File: src/sv/tpbfs_pkg.sv
// shared constants, codes and types of the two-pool buffer free stack
package tpbfs_pkg;

    localparam int SMALL_COUNT_DEF = 16;
    localparam int LARGE_COUNT_DEF = 8;
    localparam int SMALL_BYTES_DEF = 32;
    localparam int LARGE_BYTES_DEF = 192;

    localparam int ADDR_W    = 16;
    localparam int OP_W      = 2;
    localparam int STATUS_W  = 2;
    localparam int HIT_W     = 2;
    localparam int SFREE_W   = 5;
    localparam int LFREE_W   = 4;
    localparam int CFG_IDX_W = 1;
    localparam int CMD_W     = 3;
    localparam int QUEUE_DEPTH = 2;

    localparam logic [ADDR_W-1:0] SMALL_BASE_RST = 16'd4096;
    localparam logic [ADDR_W-1:0] LARGE_BASE_RST = 16'd8192;

    // configuration register indexes
    localparam logic [CFG_IDX_W-1:0] CFG_SMALL_BASE = 1'd0;
    localparam logic [CFG_IDX_W-1:0] CFG_LARGE_BASE = 1'd1;

    // request opcodes
    localparam logic [OP_W-1:0] OP_ALLOC_SMALL = 2'd0;
    localparam logic [OP_W-1:0] OP_ALLOC_LARGE = 2'd1;
    localparam logic [OP_W-1:0] OP_FREE        = 2'd2;
    localparam logic [OP_W-1:0] OP_REBUILD     = 2'd3;

    // result status codes
    localparam logic [STATUS_W-1:0] ST_OK      = 2'd0;
    localparam logic [STATUS_W-1:0] ST_EMPTY   = 2'd1;
    localparam logic [STATUS_W-1:0] ST_INVALID = 2'd2;
    localparam logic [STATUS_W-1:0] ST_FULL    = 2'd3;

    // pool hit codes
    localparam logic [HIT_W-1:0] HIT_NONE  = 2'd0;
    localparam logic [HIT_W-1:0] HIT_SMALL = 2'd1;
    localparam logic [HIT_W-1:0] HIT_LARGE = 2'd2;

    // classified command kinds
    localparam logic [CMD_W-1:0] CMD_ALLOC_S = 3'd0;
    localparam logic [CMD_W-1:0] CMD_ALLOC_L = 3'd1;
    localparam logic [CMD_W-1:0] CMD_FREE_S  = 3'd2;
    localparam logic [CMD_W-1:0] CMD_FREE_L  = 3'd3;
    localparam logic [CMD_W-1:0] CMD_INVALID = 3'd4;
    localparam logic [CMD_W-1:0] CMD_REBUILD = 3'd5;

    typedef struct packed {
        logic [CMD_W-1:0]  kind;
        logic [ADDR_W-1:0] address;
    } cmd_t;

    // index width for an array of n entries, at least one bit
    function automatic int idx_w(input int n);
        int w;
        begin
            w = (n > 1) ? $clog2(n) : 1;
            return w;
        end
    endfunction

endpackage

File: src/sv/tpbfs_if.sv
// request and response channel interfaces

interface tpbfs_req_if;
    logic                          valid;
    logic                          ready;
    logic [tpbfs_pkg::OP_W-1:0]    opcode;
    logic [tpbfs_pkg::ADDR_W-1:0]  address;

    modport source (output valid, output opcode, output address, input ready);
    modport sink (input valid, input opcode, input address, output ready);
endinterface

interface tpbfs_rsp_if;
    logic                            valid;
    logic                            ready;
    logic [tpbfs_pkg::ADDR_W-1:0]    buf_address;
    logic [tpbfs_pkg::STATUS_W-1:0]  status;
    logic [tpbfs_pkg::HIT_W-1:0]     pool_hit;
    logic [tpbfs_pkg::SFREE_W-1:0]   small_free;
    logic [tpbfs_pkg::LFREE_W-1:0]   large_free;
    logic [tpbfs_pkg::SFREE_W-1:0]   small_low_water;
    logic [tpbfs_pkg::LFREE_W-1:0]   large_low_water;

    modport source (output valid, output buf_address, output status, output pool_hit,
                    output small_free, output large_free, output small_low_water,
                    output large_low_water, input ready);
    modport sink (input valid, input buf_address, input status, input pool_hit,
                  input small_free, input large_free, input small_low_water,
                  input large_low_water, output ready);
endinterface

File: src/sv/tpbfs_ram.sv
// generic single-write, single-read ram with registered read data
module tpbfs_ram #(
    parameter int WIDTH = tpbfs_pkg::ADDR_W,
    parameter int DEPTH = tpbfs_pkg::SMALL_COUNT_DEF,
    localparam int AW = tpbfs_pkg::idx_w(DEPTH)
) (
    input  logic             clk,
    input  logic             we,
    input  logic [AW-1:0]    waddr,
    input  logic [WIDTH-1:0] wdata,
    input  logic [AW-1:0]    raddr,
    output logic [WIDTH-1:0] rdata
);

    logic [WIDTH-1:0] mem_reg [DEPTH];
    logic [WIDTH-1:0] rdata_reg;

    always_ff @(posedge clk)
    begin
        if (we)
        begin
            mem_reg[waddr] <= wdata;
        end
        rdata_reg <= mem_reg[raddr];
    end

    assign rdata = rdata_reg;

endmodule

File: src/sv/tpbfs_front.sv
// request front end: accepts words and classifies them by opcode and address range
module tpbfs_front #(
    parameter int SMALL_COUNT = tpbfs_pkg::SMALL_COUNT_DEF,
    parameter int LARGE_COUNT = tpbfs_pkg::LARGE_COUNT_DEF,
    parameter int SMALL_BYTES = tpbfs_pkg::SMALL_BYTES_DEF,
    parameter int LARGE_BYTES = tpbfs_pkg::LARGE_BYTES_DEF
) (
    input  logic [tpbfs_pkg::ADDR_W-1:0] small_base,
    input  logic [tpbfs_pkg::ADDR_W-1:0] large_base,
    input  logic                         hold,
    tpbfs_req_if.sink                    req,
    output tpbfs_pkg::cmd_t              cmd,
    output logic                         push,
    input  logic                         full
);

    localparam int S_SPAN = SMALL_COUNT * SMALL_BYTES;
    localparam int L_SPAN = LARGE_COUNT * LARGE_BYTES;
    localparam int SPAN_W = $clog2((S_SPAN > L_SPAN ? S_SPAN : L_SPAN) + 1);
    localparam int END_W  = (SPAN_W > tpbfs_pkg::ADDR_W ? SPAN_W : tpbfs_pkg::ADDR_W) + 1;

    logic [END_W-1:0] s_start;
    logic [END_W-1:0] l_start;
    logic [END_W-1:0] s_end;
    logic [END_W-1:0] l_end;
    logic [END_W-1:0] addr_x;
    logic             in_small;
    logic             in_large;

    // range ends are formed without wrap
    assign s_start  = END_W'(small_base);
    assign l_start  = END_W'(large_base);
    assign s_end    = s_start + END_W'(S_SPAN);
    assign l_end    = l_start + END_W'(L_SPAN);
    assign addr_x   = END_W'(req.address);
    assign in_small = (addr_x >= s_start) && (addr_x < s_end);
    assign in_large = (addr_x >= l_start) && (addr_x < l_end);

    always_comb
    begin
        cmd.address = req.address;
        case (req.opcode)
            tpbfs_pkg::OP_ALLOC_SMALL: cmd.kind = tpbfs_pkg::CMD_ALLOC_S;
            tpbfs_pkg::OP_ALLOC_LARGE: cmd.kind = tpbfs_pkg::CMD_ALLOC_L;
            tpbfs_pkg::OP_FREE:
            begin
                // small pool wins on overlap
                if (in_small)
                begin
                    cmd.kind = tpbfs_pkg::CMD_FREE_S;
                end
                else if (in_large)
                begin
                    cmd.kind = tpbfs_pkg::CMD_FREE_L;
                end
                else
                begin
                    cmd.kind = tpbfs_pkg::CMD_INVALID;
                end
            end
            default: cmd.kind = tpbfs_pkg::CMD_REBUILD;
        endcase
    end

    assign req.ready = !full && !hold;
    assign push      = req.valid && req.ready;

endmodule

File: src/sv/tpbfs_queue.sv
// short command queue between the front end and the stack engine
module tpbfs_queue (
    input  logic            clk,
    input  logic            rst_n,
    input  logic            push,
    input  tpbfs_pkg::cmd_t push_cmd,
    output logic            full,
    input  logic            pop,
    output tpbfs_pkg::cmd_t pop_cmd,
    output logic            not_empty
);

    localparam int DEPTH = tpbfs_pkg::QUEUE_DEPTH;
    localparam int PW    = tpbfs_pkg::idx_w(DEPTH);
    localparam int CW    = $clog2(DEPTH + 1);

    tpbfs_pkg::cmd_t slot_reg [DEPTH];
    logic [PW-1:0]   wr_ptr_reg;
    logic [PW-1:0]   wr_ptr_next;
    logic [PW-1:0]   rd_ptr_reg;
    logic [PW-1:0]   rd_ptr_next;
    logic [CW-1:0]   cnt_reg;
    logic [CW-1:0]   cnt_next;

    always_comb
    begin
        wr_ptr_next = wr_ptr_reg;
        rd_ptr_next = rd_ptr_reg;
        cnt_next    = cnt_reg;
        if (push)
        begin
            wr_ptr_next = (wr_ptr_reg == PW'(DEPTH - 1)) ? '0 : wr_ptr_reg + 1'b1;
        end
        if (pop)
        begin
            rd_ptr_next = (rd_ptr_reg == PW'(DEPTH - 1)) ? '0 : rd_ptr_reg + 1'b1;
        end
        if (push && !pop)
        begin
            cnt_next = cnt_reg + 1'b1;
        end
        else if (pop && !push)
        begin
            cnt_next = cnt_reg - 1'b1;
        end
    end

    always_ff @(posedge clk or negedge rst_n)
    begin
        if (!rst_n)
        begin
            wr_ptr_reg <= '0;
            rd_ptr_reg <= '0;
            cnt_reg    <= '0;
        end
        else
        begin
            wr_ptr_reg <= wr_ptr_next;
            rd_ptr_reg <= rd_ptr_next;
            cnt_reg    <= cnt_next;
        end
    end

    always_ff @(posedge clk)
    begin
        if (push)
        begin
            slot_reg[wr_ptr_reg] <= push_cmd;
        end
    end

    assign full      = (cnt_reg == CW'(DEPTH));
    assign not_empty = (cnt_reg != '0);
    assign pop_cmd   = slot_reg[rd_ptr_reg];

endmodule

File: src/sv/tpbfs_back.sv
// stack engine: pops, pushes and refills both free-address stacks, holds the result word
module tpbfs_back #(
    parameter int SMALL_COUNT = tpbfs_pkg::SMALL_COUNT_DEF,
    parameter int LARGE_COUNT = tpbfs_pkg::LARGE_COUNT_DEF,
    parameter int SMALL_BYTES = tpbfs_pkg::SMALL_BYTES_DEF,
    parameter int LARGE_BYTES = tpbfs_pkg::LARGE_BYTES_DEF
) (
    input  logic                         clk,
    input  logic                         rst_n,
    input  logic [tpbfs_pkg::ADDR_W-1:0] small_base,
    input  logic [tpbfs_pkg::ADDR_W-1:0] large_base,
    input  logic                         cmd_valid,
    input  tpbfs_pkg::cmd_t              cmd,
    output logic                         deq,
    output logic                         init_busy,
    tpbfs_rsp_if.source                  rsp
);

    localparam int AW     = tpbfs_pkg::ADDR_W;
    localparam int SCW    = $clog2(SMALL_COUNT + 1);
    localparam int LCW    = $clog2(LARGE_COUNT + 1);
    localparam int SAW    = tpbfs_pkg::idx_w(SMALL_COUNT);
    localparam int LAW    = tpbfs_pkg::idx_w(LARGE_COUNT);
    localparam int FILL_N = (SMALL_COUNT > LARGE_COUNT) ? SMALL_COUNT : LARGE_COUNT;
    localparam int FW     = $clog2(FILL_N + 1);

    localparam logic [1:0] S_RUN  = 2'd0;
    localparam logic [1:0] S_POP  = 2'd1;
    localparam logic [1:0] S_FILL = 2'd2;

    logic [1:0]                       state_reg, state_next;
    logic [FW-1:0]                    fill_idx_reg, fill_idx_next;
    logic                             fill_out_reg, fill_out_next;
    logic [AW-1:0]                    small_acc_reg, small_acc_next;
    logic [AW-1:0]                    large_acc_reg, large_acc_next;
    logic [SCW-1:0]                   small_cnt_reg, small_cnt_next;
    logic [LCW-1:0]                   large_cnt_reg, large_cnt_next;
    logic [SCW-1:0]                   small_least_reg, small_least_next;
    logic [LCW-1:0]                   large_least_reg, large_least_next;
    logic                             out_valid_reg, out_valid_next;
    logic [AW-1:0]                    buf_reg, buf_next;
    logic [tpbfs_pkg::STATUS_W-1:0]   status_reg, status_next;
    logic [tpbfs_pkg::HIT_W-1:0]      hit_reg, hit_next;

    logic [SCW-1:0] small_top;
    logic [LCW-1:0] large_top;
    logic           fill_last;
    logic           small_we, large_we;
    logic [SAW-1:0] small_waddr;
    logic [LAW-1:0] large_waddr;
    logic [AW-1:0]  small_wdata, large_wdata;
    logic [AW-1:0]  small_rdata, large_rdata;

    assign small_top = small_cnt_reg - 1'b1;
    assign large_top = large_cnt_reg - 1'b1;
    assign fill_last = (fill_idx_reg == FW'(FILL_N - 1));
    assign deq       = cmd_valid && (state_reg == S_RUN) && (!out_valid_reg || rsp.ready);
    assign init_busy = (state_reg == S_FILL) && !fill_out_reg;

    tpbfs_ram #(.WIDTH(AW), .DEPTH(SMALL_COUNT)) u_small_ram (
        .clk   (clk),
        .we    (small_we),
        .waddr (small_waddr),
        .wdata (small_wdata),
        .raddr (small_top[SAW-1:0]),
        .rdata (small_rdata)
    );

    tpbfs_ram #(.WIDTH(AW), .DEPTH(LARGE_COUNT)) u_large_ram (
        .clk   (clk),
        .we    (large_we),
        .waddr (large_waddr),
        .wdata (large_wdata),
        .raddr (large_top[LAW-1:0]),
        .rdata (large_rdata)
    );

    always_comb
    begin
        state_next       = state_reg;
        fill_idx_next    = fill_idx_reg;
        fill_out_next    = fill_out_reg;
        small_acc_next   = small_acc_reg;
        large_acc_next   = large_acc_reg;
        small_cnt_next   = small_cnt_reg;
        large_cnt_next   = large_cnt_reg;
        small_least_next = small_least_reg;
        large_least_next = large_least_reg;
        out_valid_next   = out_valid_reg;
        buf_next         = buf_reg;
        status_next      = status_reg;
        hit_next         = hit_reg;
        small_we         = 1'b0;
        large_we         = 1'b0;
        small_waddr      = small_cnt_reg[SAW-1:0];
        large_waddr      = large_cnt_reg[LAW-1:0];
        small_wdata      = cmd.address;
        large_wdata      = cmd.address;

        if (rsp.ready)
        begin
            out_valid_next = 1'b0;
        end

        case (state_reg)
            S_RUN:
            begin
                if (deq)
                begin
                    buf_next       = '0;
                    status_next    = tpbfs_pkg::ST_OK;
                    hit_next       = tpbfs_pkg::HIT_NONE;
                    out_valid_next = 1'b1;
                    case (cmd.kind)
                        tpbfs_pkg::CMD_ALLOC_S:
                        begin
                            hit_next = tpbfs_pkg::HIT_SMALL;
                            if (small_cnt_reg != '0)
                            begin
                                small_cnt_next = small_top;
                                if (small_top < small_least_reg)
                                begin
                                    small_least_next = small_top;
                                end
                                // top entry arrives from the ram next cycle
                                out_valid_next = 1'b0;
                                state_next     = S_POP;
                            end
                            else
                            begin
                                status_next      = tpbfs_pkg::ST_EMPTY;
                                small_least_next = '0;
                            end
                        end
                        tpbfs_pkg::CMD_ALLOC_L:
                        begin
                            hit_next = tpbfs_pkg::HIT_LARGE;
                            if (large_cnt_reg != '0)
                            begin
                                large_cnt_next = large_top;
                                if (large_top < large_least_reg)
                                begin
                                    large_least_next = large_top;
                                end
                                out_valid_next = 1'b0;
                                state_next     = S_POP;
                            end
                            else
                            begin
                                status_next      = tpbfs_pkg::ST_EMPTY;
                                large_least_next = '0;
                            end
                        end
                        tpbfs_pkg::CMD_FREE_S:
                        begin
                            hit_next = tpbfs_pkg::HIT_SMALL;
                            if (small_cnt_reg >= SCW'(SMALL_COUNT))
                            begin
                                status_next = tpbfs_pkg::ST_FULL;
                            end
                            else
                            begin
                                small_we       = 1'b1;
                                small_cnt_next = small_cnt_reg + 1'b1;
                            end
                        end
                        tpbfs_pkg::CMD_FREE_L:
                        begin
                            hit_next = tpbfs_pkg::HIT_LARGE;
                            if (large_cnt_reg >= LCW'(LARGE_COUNT))
                            begin
                                status_next = tpbfs_pkg::ST_FULL;
                            end
                            else
                            begin
                                large_we       = 1'b1;
                                large_cnt_next = large_cnt_reg + 1'b1;
                            end
                        end
                        tpbfs_pkg::CMD_REBUILD:
                        begin
                            out_valid_next = 1'b0;
                            fill_idx_next  = '0;
                            fill_out_next  = 1'b1;
                            small_acc_next = small_base;
                            large_acc_next = large_base;
                            state_next     = S_FILL;
                        end
                        default:
                        begin
                            status_next = tpbfs_pkg::ST_INVALID;
                        end
                    endcase
                end
            end
            S_POP:
            begin
                out_valid_next = 1'b1;
                buf_next       = (hit_reg == tpbfs_pkg::HIT_LARGE) ? large_rdata : small_rdata;
                state_next     = S_RUN;
            end
            S_FILL:
            begin
                // one entry of each stack per cycle while its index is in range, addresses by running sum
                small_we       = (fill_idx_reg < FW'(SMALL_COUNT));
                large_we       = (fill_idx_reg < FW'(LARGE_COUNT));
                small_waddr    = fill_idx_reg[SAW-1:0];
                large_waddr    = fill_idx_reg[LAW-1:0];
                small_wdata    = small_acc_reg;
                large_wdata    = large_acc_reg;
                small_acc_next = small_acc_reg + AW'(SMALL_BYTES);
                large_acc_next = large_acc_reg + AW'(LARGE_BYTES);
                fill_idx_next  = fill_idx_reg + 1'b1;
                if (fill_last)
                begin
                    small_cnt_next   = SCW'(SMALL_COUNT);
                    large_cnt_next   = LCW'(LARGE_COUNT);
                    small_least_next = SCW'(SMALL_COUNT);
                    large_least_next = LCW'(LARGE_COUNT);
                    state_next       = S_RUN;
                    if (fill_out_reg)
                    begin
                        out_valid_next = 1'b1;
                        buf_next       = '0;
                        status_next    = tpbfs_pkg::ST_OK;
                        hit_next       = tpbfs_pkg::HIT_NONE;
                    end
                end
            end
            default:
            begin
                state_next = S_RUN;
            end
        endcase
    end

    always_ff @(posedge clk or negedge rst_n)
    begin
        if (!rst_n)
        begin
            state_reg       <= S_FILL;
            fill_idx_reg    <= '0;
            fill_out_reg    <= 1'b0;
            small_acc_reg   <= tpbfs_pkg::SMALL_BASE_RST;
            large_acc_reg   <= tpbfs_pkg::LARGE_BASE_RST;
            small_cnt_reg   <= SCW'(SMALL_COUNT);
            large_cnt_reg   <= LCW'(LARGE_COUNT);
            small_least_reg <= SCW'(SMALL_COUNT);
            large_least_reg <= LCW'(LARGE_COUNT);
            out_valid_reg   <= 1'b0;
        end
        else
        begin
            state_reg       <= state_next;
            fill_idx_reg    <= fill_idx_next;
            fill_out_reg    <= fill_out_next;
            small_acc_reg   <= small_acc_next;
            large_acc_reg   <= large_acc_next;
            small_cnt_reg   <= small_cnt_next;
            large_cnt_reg   <= large_cnt_next;
            small_least_reg <= small_least_next;
            large_least_reg <= large_least_next;
            out_valid_reg   <= out_valid_next;
        end
    end

    always_ff @(posedge clk)
    begin
        buf_reg    <= buf_next;
        status_reg <= status_next;
        hit_reg    <= hit_next;
    end

    assign rsp.valid           = out_valid_reg;
    assign rsp.buf_address     = buf_reg;
    assign rsp.status          = status_reg;
    assign rsp.pool_hit        = hit_reg;
    assign rsp.small_free      = tpbfs_pkg::SFREE_W'(small_cnt_reg);
    assign rsp.large_free      = tpbfs_pkg::LFREE_W'(large_cnt_reg);
    assign rsp.small_low_water = tpbfs_pkg::SFREE_W'(small_least_reg);
    assign rsp.large_low_water = tpbfs_pkg::LFREE_W'(large_least_reg);

    a_small_cnt_bound: assert property (@(posedge clk) disable iff (!rst_n)
        small_cnt_reg <= SCW'(SMALL_COUNT))
        else $error("small stack count above pool size");

    a_least_le_cnt: assert property (@(posedge clk) disable iff (!rst_n)
        (small_least_reg <= small_cnt_reg) && (large_least_reg <= large_cnt_reg))
        else $error("low-water mark above free count");

    a_pop_slot_free: assert property (@(posedge clk) disable iff (!rst_n)
        (state_reg == S_POP) |-> !out_valid_reg)
        else $error("pop result would overwrite a pending word");

    a_fill_done: assert property (@(posedge clk) disable iff (!rst_n)
        ((state_reg == S_FILL) && fill_last) |=>
            ((small_cnt_reg == SCW'(SMALL_COUNT)) && (large_cnt_reg == LCW'(LARGE_COUNT))
             && (state_reg == S_RUN)))
        else $error("refill did not restore full stacks");

endmodule

File: src/sv/two_pool_buffer_free_stack_core.sv
// Two-pool buffer allocator: a small and a large pool, each a stack of free buffer
// addresses in its own ram. A free is done in the stack engine's run state, an allocation
// also passes its pop state (the top entry comes through the ram's registered read port;
// not when the pool is empty), and a rebuild rewrites both rams one entry per cycle.
// Requests are classified on entry and wait in a two-word queue, so req keeps accepting
// while a result word waits on rsp, until that queue is full. After reset the same
// refill pass runs with req.ready low; configuration writes are taken throughout. Base
// registers take effect at the next rebuild for the stack contents and at once for the
// address ranges of a free.
module two_pool_buffer_free_stack_core #(
    parameter int SMALL_COUNT = tpbfs_pkg::SMALL_COUNT_DEF,
    parameter int LARGE_COUNT = tpbfs_pkg::LARGE_COUNT_DEF,
    parameter int SMALL_BYTES = tpbfs_pkg::SMALL_BYTES_DEF,
    parameter int LARGE_BYTES = tpbfs_pkg::LARGE_BYTES_DEF
) (
    input  logic                            clk,
    input  logic                            rst_n,
    input  logic                            cfg_we,
    input  logic [tpbfs_pkg::CFG_IDX_W-1:0] cfg_index,
    input  logic [tpbfs_pkg::ADDR_W-1:0]    cfg_data,
    tpbfs_req_if.sink                       req,
    tpbfs_rsp_if.source                     rsp
);

    logic [tpbfs_pkg::ADDR_W-1:0] small_base_reg;
    logic [tpbfs_pkg::ADDR_W-1:0] large_base_reg;
    tpbfs_pkg::cmd_t              front_cmd;
    tpbfs_pkg::cmd_t              queue_cmd;
    logic                         push;
    logic                         full;
    logic                         deq;
    logic                         queue_valid;
    logic                         init_busy;

    always_ff @(posedge clk or negedge rst_n)
    begin
        if (!rst_n)
        begin
            small_base_reg <= tpbfs_pkg::SMALL_BASE_RST;
            large_base_reg <= tpbfs_pkg::LARGE_BASE_RST;
        end
        else if (cfg_we)
        begin
            case (cfg_index)
                tpbfs_pkg::CFG_SMALL_BASE: small_base_reg <= cfg_data;
                tpbfs_pkg::CFG_LARGE_BASE: large_base_reg <= cfg_data;
                default: ;
            endcase
        end
    end

    tpbfs_front #(
        .SMALL_COUNT (SMALL_COUNT),
        .LARGE_COUNT (LARGE_COUNT),
        .SMALL_BYTES (SMALL_BYTES),
        .LARGE_BYTES (LARGE_BYTES)
    ) u_front (
        .small_base (small_base_reg),
        .large_base (large_base_reg),
        .hold       (init_busy),
        .req        (req),
        .cmd        (front_cmd),
        .push       (push),
        .full       (full)
    );

    tpbfs_queue u_queue (
        .clk       (clk),
        .rst_n     (rst_n),
        .push      (push),
        .push_cmd  (front_cmd),
        .full      (full),
        .pop       (deq),
        .pop_cmd   (queue_cmd),
        .not_empty (queue_valid)
    );

    tpbfs_back #(
        .SMALL_COUNT (SMALL_COUNT),
        .LARGE_COUNT (LARGE_COUNT),
        .SMALL_BYTES (SMALL_BYTES),
        .LARGE_BYTES (LARGE_BYTES)
    ) u_back (
        .clk        (clk),
        .rst_n      (rst_n),
        .small_base (small_base_reg),
        .large_base (large_base_reg),
        .cmd_valid  (queue_valid),
        .cmd        (queue_cmd),
        .deq        (deq),
        .init_busy  (init_busy),
        .rsp        (rsp)
    );

endmodule
File: src/flat_wrapper.sv
// flat-port wrapper written by rule: the top's interface ports become plain ports
module two_pool_buffer_free_stack_core_flat 
#(
    parameter int SMALL_COUNT = tpbfs_pkg::SMALL_COUNT_DEF,
    parameter int LARGE_COUNT = tpbfs_pkg::LARGE_COUNT_DEF,
    parameter int SMALL_BYTES = tpbfs_pkg::SMALL_BYTES_DEF,
    parameter int LARGE_BYTES = tpbfs_pkg::LARGE_BYTES_DEF
)
  (clk, rst_n, cfg_we, cfg_index, cfg_data, req_valid, req_opcode, req_address, req_ready, rsp_valid, rsp_buf_address, rsp_status, rsp_pool_hit, rsp_small_free, rsp_large_free, rsp_small_low_water, rsp_large_low_water, rsp_ready);
  tpbfs_req_if req_i ();
  tpbfs_rsp_if rsp_i ();
  input  logic clk;
  input  logic rst_n;
  input  logic cfg_we;
  input  logic [tpbfs_pkg::CFG_IDX_W-1:0] cfg_index;
  input  logic [tpbfs_pkg::ADDR_W-1:0] cfg_data;
  input wire logic [$bits(req_i.valid)-1:0] req_valid;
  input wire logic [$bits(req_i.opcode)-1:0] req_opcode;
  input wire logic [$bits(req_i.address)-1:0] req_address;
  output wire logic [$bits(req_i.ready)-1:0] req_ready;
  output wire logic [$bits(rsp_i.valid)-1:0] rsp_valid;
  output wire logic [$bits(rsp_i.buf_address)-1:0] rsp_buf_address;
  output wire logic [$bits(rsp_i.status)-1:0] rsp_status;
  output wire logic [$bits(rsp_i.pool_hit)-1:0] rsp_pool_hit;
  output wire logic [$bits(rsp_i.small_free)-1:0] rsp_small_free;
  output wire logic [$bits(rsp_i.large_free)-1:0] rsp_large_free;
  output wire logic [$bits(rsp_i.small_low_water)-1:0] rsp_small_low_water;
  output wire logic [$bits(rsp_i.large_low_water)-1:0] rsp_large_low_water;
  input wire logic [$bits(rsp_i.ready)-1:0] rsp_ready;
  assign req_i.valid = req_valid;
  assign req_i.opcode = req_opcode;
  assign req_i.address = req_address;
  assign req_ready = req_i.ready;
  assign rsp_valid = rsp_i.valid;
  assign rsp_buf_address = rsp_i.buf_address;
  assign rsp_status = rsp_i.status;
  assign rsp_pool_hit = rsp_i.pool_hit;
  assign rsp_small_free = rsp_i.small_free;
  assign rsp_large_free = rsp_i.large_free;
  assign rsp_small_low_water = rsp_i.small_low_water;
  assign rsp_large_low_water = rsp_i.large_low_water;
  assign rsp_i.ready = rsp_ready;
  two_pool_buffer_free_stack_core #(.SMALL_COUNT(SMALL_COUNT), .LARGE_COUNT(LARGE_COUNT), .SMALL_BYTES(SMALL_BYTES), .LARGE_BYTES(LARGE_BYTES)) u_core (.clk(clk), .rst_n(rst_n), .cfg_we(cfg_we), .cfg_index(cfg_index), .cfg_data(cfg_data), .req(req_i), .rsp(rsp_i));
endmodule
File: config.mk
export PLATFORM = sky130hd
export DESIGN_NAME = two_pool_buffer_free_stack_core_flat
export DESIGN_NICKNAME = d
export VERILOG_FILES = /design/src/sv/tpbfs_pkg.sv /design/src/sv/tpbfs_if.sv /design/src/sv/tpbfs_ram.sv /design/src/sv/tpbfs_front.sv /design/src/sv/tpbfs_queue.sv /design/src/sv/tpbfs_back.sv /design/src/sv/two_pool_buffer_free_stack_core.sv /design/src/flat_wrapper.sv
export SDC_FILE = /design/constraint.sdc
export NUM_CORES = 1
export LEC_CHECK = 0
export BUFFER_PORTS_ARGS = -buffer_cell sky130_fd_sc_hd__buf_4
export CORE_MARGIN = 1.5
export CORE_UTILIZATION = 50
export CTS_CLUSTER_DIAMETER = 200
export DETAILED_ROUTE_END_ITERATION = 12
export PLACE_DENSITY = 0.76
export REMOVE_ABC_BUFFERS = 1
export SLEW_MARGIN = 40
export SYNTH_ARGS = -nofsm -noshare
export SYNTH_HDL_FRONTEND = slang
export SYNTH_SLANG_ARGS = --single-unit
export TNS_END_PERCENT = 5
File: constraint.sdc
create_clock -name clk -period 4.75 [get_ports clk]
set_clock_uncertainty 0.1 [all_clocks]
set_input_delay 0.2375 -clock clk [delete_from_list [all_inputs] [get_ports clk]]
set_output_delay 0.2375 -clock clk [all_outputs]
set_load 0.01 [all_outputs]
== Yosys cells after proc, flatten, opt, wreduce, memory -nomap -nowiden ==
Memory sizes are Yosys's and may differ from the RTL's. A register that Yosys moved wholly into a read port is not among the register bits.
Cells that the tools add are included.
W data, S select, Z words.
Word-level totals
  register bits after elaboration: 115
  input port bits: 40
  memory bits (writable): 422
  memories: 3
  ROM bits: 0
  bits in latches: 0
  logic and storage cells: 196
  output and inout port bits: 40
Operators by class
  divide/modulo/power cells: 0
  $lt $le $gt $ge: 10
  multiply operators: 0
  add/subtract/negate cells: 13
  multiplexer cells: 87
  bitwise logic cells: 1
  eq/ne operators: 26
  reduce and logical (&&, ||, !) cells: 38
  shift-type cells: 0
Memory list
  u_core.u_back.u_small_ram.mem_reg: words 16, bits a word 16, rd ports 1, clocked after memory_dff 1, write ports 1, line tpbfs_ram.sv:15  | logic [WIDTH-1:0] mem_reg [DEPTH];
  u_core.u_back.u_large_ram.mem_reg: words 8, bits a word 16, rd ports 1, clocked after memory_dff 1, write ports 1, line tpbfs_ram.sv:15
  u_core.u_queue.slot_reg: words 2, bits a word 19, rd ports 1, clocked after memory_dff 0, write ports 1, line tpbfs_queue.sv:17  | tpbfs_pkg::cmd_t slot_reg [DEPTH];
Operators with widths (count)
  $mux W16: 10
  $pmux W16 S2: 2
  $mux W5: 10
  $pmux W16 S3: 1
  $pmux W5 S2: 4
  $mux W4: 9
  $lt A16 B17 Y1: 2
  $ge A16 B16 Y1: 2
  $mux W2: 12
  $pmux W4 S2: 3
  $mux W1: 22
  $add A16 B10 Y17 const B: 1
  $add A16 B11 Y17 const B: 1
  $add A16 B6 Y16 const B: 1
  $add A16 B8 Y16 const B: 1
  $pmux W2 S2: 4
  $reduce_and A5 Y1: 3
  $ne A3 B3 Y1 const B: 4
  $reduce_and A6 Y1: 2
  $add A5 B1 Y5 const B: 2
  $pmux W2 S5: 1
  $logic_and A1 B1 Y1: 9
  $mux W3: 3
  $pmux W3 S3: 1
  39 further kinds: 65

== Depth between registers and ports, before layout ==
  word-level depth: 9
  mapped depth: 15
  gate-level depth less buffers: 12

== Modules after synthesis ==
A second synthesis with hierarchy kept.
Second synthesis, totals
  cells, all modules: 1588
  area, all modules: 24592.3 um^2
Modules (own cells, without submodules)
  tpbfs_ram (u_core.u_back.u_small_ram): times used 1, sequential area each 8007.7 um^2, area each 10042.1 um^2, cells each 432
  tpbfs_ram (u_core.u_back.u_large_ram): times used 1, sequential area each 4164.0 um^2, area each 5293.8 um^2, cells each 214
  tpbfs_back: times used 1, sequential area each 2085.8 um^2, area each 4794.6 um^2, cells each 587
  tpbfs_queue: times used 1, sequential area each 1241.2 um^2, area each 1640.3 um^2, cells each 75
  tpbfs_front: times used 1, sequential area each 0.0 um^2, area each 1566.5 um^2, cells each 211
  two_pool_buffer_free_stack_core: times used 1, sequential area each 803.3 um^2, area each 1255.0 um^2, cells each 69

== Least setup slack after synthesis ==
Ideal clock, no wire load.
  path type: reg-to-reg
  from: register u_core.u_back.large_cnt_reg[0] (netlist: u_core.u_back.rsp.large_free[0])
  to: register u_core.u_back.large_least_reg[0] (netlist: u_core.u_back.rsp.large_low_water[0])
  cell stages (with the launch flop): 16
  path buffers: 4
  arrival time: 3365 ps
  required time: 4522 ps
  period minus slack after synthesis: 3593 ps
  slack: 1157 ps
  library setup time: 128 ps
  cells stage by stage: dfrtp_1 -> buf_6 -> buf_2 -> inv_1 -> ha_1 -> clkbuf_1 -> clkbuf_1 -> inv_1 -> ha_1 -> a21boi_0 -> o21a_1 -> o21a_1 -> o21ai_2 -> nand3_1 -> a21oi_2 -> mux2_1
On the way
  word-level cells in the longest chain between the ends: 6
  elaborated cells on any way between the ends: 10
  classes of those cells: 1 x add/sub; 1 x order compare; 1 x eq/ne; 5 x mux; 2 x reduce/logical
RTL lines
  start: declaration: line tpbfs_back.sv:37  | logic [LCW-1:0] large_cnt_reg, large_cnt_next;
  start signal: assignment: line tpbfs_back.sv:247  | large_cnt_reg <= LCW'(LARGE_COUNT);
  start signal: assignment: line tpbfs_back.sv:260  | large_cnt_reg <= large_cnt_next;
  branches (longest 6 deep; another with $sub A4 B1 Y4)
  end signal: assignment: line tpbfs_back.sv:249  | large_least_reg <= LCW'(LARGE_COUNT);
  end signal: assignment: line tpbfs_back.sv:262  | large_least_reg <= large_least_next;
  end: declaration: line tpbfs_back.sv:39  | logic [LCW-1:0] large_least_reg, large_least_next;
Parallel ways; which one is timed is not known. The select of a mux whose other input is x is not followed.
A chain may end at the register's enable or synchronous reset.

==> results.sh <==
export IMPL_status="finished, final reports clean"
export IMPL_crit_top_cell="ha_1"
export IMPL_n_fill_cell=3461
export IMPL_worstSetupEndpointType="flip-flop"
export IMPL_io_buffers=79
export IMPL_r2r_start="u_core.large_base_reg[10]"
export IMPL_drive_gt1_frac=0.227
export IMPL_place_gp_congestion=0.878
export IMPL_path_class="flip-flop to flip-flop"
export IMPL_ir_worst_vdd_v=0.000640
export IMPL_crit_start="u_core.large_base_reg[10]"
export IMPL_ys_async_sr_fraction=0.167
export IMPL_initial_core_util=0.506
export IMPL_critPathSlowestCell="o41ai_1"
export IMPL_ys_top_cells_by_count="edfxtp_1 (442), nand2_1 (119), mux4_2 (105), dfrtp_1 (86), nor2_1 (71)"
export IMPL_dr_total_vias=14001
export IMPL_layout_cells_non_filler=2346
export IMPL_dp_cells=2173
export IMPL_worst_pin_slew_ps=860
export IMPL_grt_start_max_net_pins=67
export IMPL_yosys_area_share_simple=0.0585
export IMPL_synth_xor_area_frac=0.00869
export IMPL_drtIter0Drc=1388
export IMPL_multi_input_area_sq_um=7350
export IMPL_synth_seq_area_share=0.674
export IMPL_path_max_fanout=6
export IMPL_fin_ws_ps=1120
export IMPL_synth_edf_count=442
export IMPL_hp_start="cfg_we"
export IMPL_synthMostInstantiatedCell="edfxtp_1"
export IMPL_wl_per_cell_microns=23.8
export IMPL_grt_pass1_vias=14429
export IMPL_regArea_sq_um=16300
export IMPL_fin_util=0.588
export IMPL_syn_area_sq_um=24200
export IMPL_worstPathCellList="inv_1 -> ha_1 -> nor2_1 -> xnor2_1 -> ha_1 -> nand3_1 -> or2_2 -> o41ai_1 -> o31ai_1 -> dlygate4sd3_1"
export IMPL_antenna_left=0
export IMPL_clk_pin_slew_worst_paths_ps=60
export IMPL_antenna_found_initial=0
export IMPL_synth_area_mux_share=0.134
export IMPL_setup_tns_ps=0
export IMPL_cts_max_level=2
export IMPL_ios=80
export IMPL_dp_slack_ps=1370
export IMPL_dp_hpwl_microns=34300
export IMPL_cpPeakStageDelay_ps=690
export IMPL_cpLargestDelayFamily="compound AO/OA/AOI/OAI gates"
export IMPL_synth_top_family_by_area="multiplexers"
export IMPL_synth_area_leaders="edfxtp_1 (55%), mux4_2 (9.8%), dfrtp_1 (8.9%), ha_1 (3.3%), dfxtp_1 (2.6%)"
export IMPL_hold_violations=0
export IMPL_synthFlopType="edfxtp_1"
export IMPL_cts_sinks=569
export IMPL_nets=1786
export IMPL_slew_violations=0
export IMPL_drc=0
export IMPL_grt_pass1_wl_microns=85400
export IMPL_synth_compound_area_frac=0.0671
export IMPL_die_w_microns=223
export IMPL_core_area_sq_um=47700
export IMPL_cts_resized=0
export IMPL_period_needed_ps=3630
export IMPL_drt_wl_total_microns=55800
export IMPL_critPathArrivalTime_ps=3880
export IMPL_clk_path_buf_depth=3
export IMPL_cts_tree="done"
export IMPL_synth_top_area_frac=0.549
export IMPL_synthAdderAreaFrac=0.0331
export IMPL_slew_headroom=0.426
export IMPL_ys_warn_count=0
export IMPL_max_cap_violations=0
export IMPL_cts_buffers=57
export IMPL_rsz0062_at_grt="no"
export IMPL_row_count=80
export IMPL_grt_overflow_total=0
export IMPL_timing_final_crit_share=0.764
export IMPL_root_buffer="clkbuf_16"
export IMPL_cp_required_ps=5000
export IMPL_insertion_delay_ps=620
export IMPL_yosysTopAreaCell="edfxtp_1"
export IMPL_gr_usage_all_layers=0.229
export IMPL_powerDensity_nw_per_um2=683
export IMPL_final_setup_viol_count=0
export IMPL_clock_fmax_mhz=276
export IMPL_largest_register_ffs=256
export IMPL_die_h_microns=223
export IMPL_insertedDiodeCount=0
export IMPL_yosysUniqueCellTypes=77
export IMPL_viasPerCell=5.97
export IMPL_p_leak_nw=10.1
export IMPL_synthCells=1510
export IMPL_cp_num_buf_inv=2
export IMPL_syn_area_per_cell_sq_um=16.0
export IMPL_dr_pass1_iters=5
export IMPL_ys_seq_elements=569
export IMPL_area_growth_pct=16.0
export IMPL_dieArea_sq_um=49700
export IMPL_cp_start_kind="flip-flop"
export IMPL_hold_class="input pin to flip-flop"
-- worst reg2reg max path, stage by stage, from the launching register on --
cell,delay (ps)
dfrtp_1,510
inv_1,120
ha_1,240
nor2_1,160
xnor2_1,90
ha_1,300
nand3_1,100
or2_2,320
o41ai_1,690
o31ai_1,150
dlygate4sd3_1,600
-- cell families (layout without fill, tap and decap cells) --
logic type	after synthesis	in the layout
AOI/OAI and AO/OA	247	247
DFF	569	569
and+or+nand+nor	300	300
muxes	174	174
buffers and inverters	132	353
adders and majority gates	64	64
xor gates and xnor gates	24	24
-- final cells by class --
cell class,count,share of cell area
clock buffer,77,0.0549
clock inverter,31,0.0114
inverter,61,0.00816
multi-input combinational,809,0.262
sequential,569,0.581
tap,615,0.0274
timing repair buffer,184,0.0553
-- metal layers --
layer / track usage / share of wire / wire, microns
met1: 0.308 / 0.41 / 22900
met2: 0.390 / 0.50 / 28000
met3: 0.0363 / 0.066 / 3660
met4: 0.0650 / 0.022 / 1220
met5: 0 / 0 / 0
-- through the flow --
step                      hold slack (ps)  area [sq um]  power, mW
after floorplan                      -158         23800       12.5
after global placement                233         25500       14.5
after detailed placement              241         25500       14.7
after CTS                            21.5         28100       19.2
after global routing                 75.0         28100       20.1
final                                72.7         28100       19.2
-- final timing paths --
check / slack (ps) / end / depth (start not counted)
max reg2reg: 1120 / u_core.u_queue.slot_reg[1][16] / 10
min reg2reg: 380 / u_core.u_back.large_acc_reg[4] / 2
min in group asynchronous: 110 / u_core.large_base_reg[2] / 2
min: 70 / u_core.small_base_reg[12] / 4
max in group asynchronous: 3330 / u_core.u_back.rsp.large_free[0] / 3
max: 1120 / u_core.u_queue.slot_reg[1][16] / 10
-- placed cells by master (no fill, tap or decap), types with 5 or more instances in the layout --
cell / Yosys / routed
a211oi_1: 7 / 7
a21boi_0: 10 / 6
a21o_1: 10 / 10
a21oi_1: 54 / 53
a21oi_2: 6 / 7
a31oi_1: 15 / 15
and3_1: 11 / 10
buf_4: 6 / 117
bufinv_16: 0 / 5
clkbuf_1: 27 / 16
clkbuf_16: 0 / 57
clkinv_1: 0 / 10
clkinv_2: 0 / 10
dfrtp_1: 86 / 84
dfstp_2: 9 / 9
dfxtp_1: 32 / 32
dlygate4sd3_1: 0 / 65
edfxtp_1: 442 / 442
ha_1: 64 / 63
inv_1: 60 / 60
mux2_2: 34 / 34
mux2i_1: 24 / 24
mux4_1: 7 / 7
mux4_2: 105 / 105
nand2_1: 119 / 119
nand2b_1: 8 / 6
nand3_1: 26 / 25
nand4_1: 9 / 9
nor2_1: 71 / 71
nor2b_1: 7 / 5
nor3_1: 21 / 21
nor3b_1: 10 / 10
o211ai_1: 8 / 8
o21a_1: 29 / 29
o21ai_0: 47 / 46
o21ai_1: 9 / 10
o22ai_1: 7 / 7
o31ai_1: 11 / 11
xnor2_1: 17 / 15
xor2_1: 7 / 6
-- what timing repair did --
| item | CTS | global route |
|---|---|---|
| setup buffers | 0 | 0 |
| hold endpoints to repair | 127 | 0 |
| hold buffers | 65 | 0 |
-- where the power goes --
group	total, mW	switching (mW)	internal [mW]
Combinational	6.95	4.01	2.94
Sequential	7.79	0.639	7.15
Clock	4.43	1.87	2.56
Total	19.2	6.52	12.7
No activity file was read; power rests on OpenSTA's default activity.
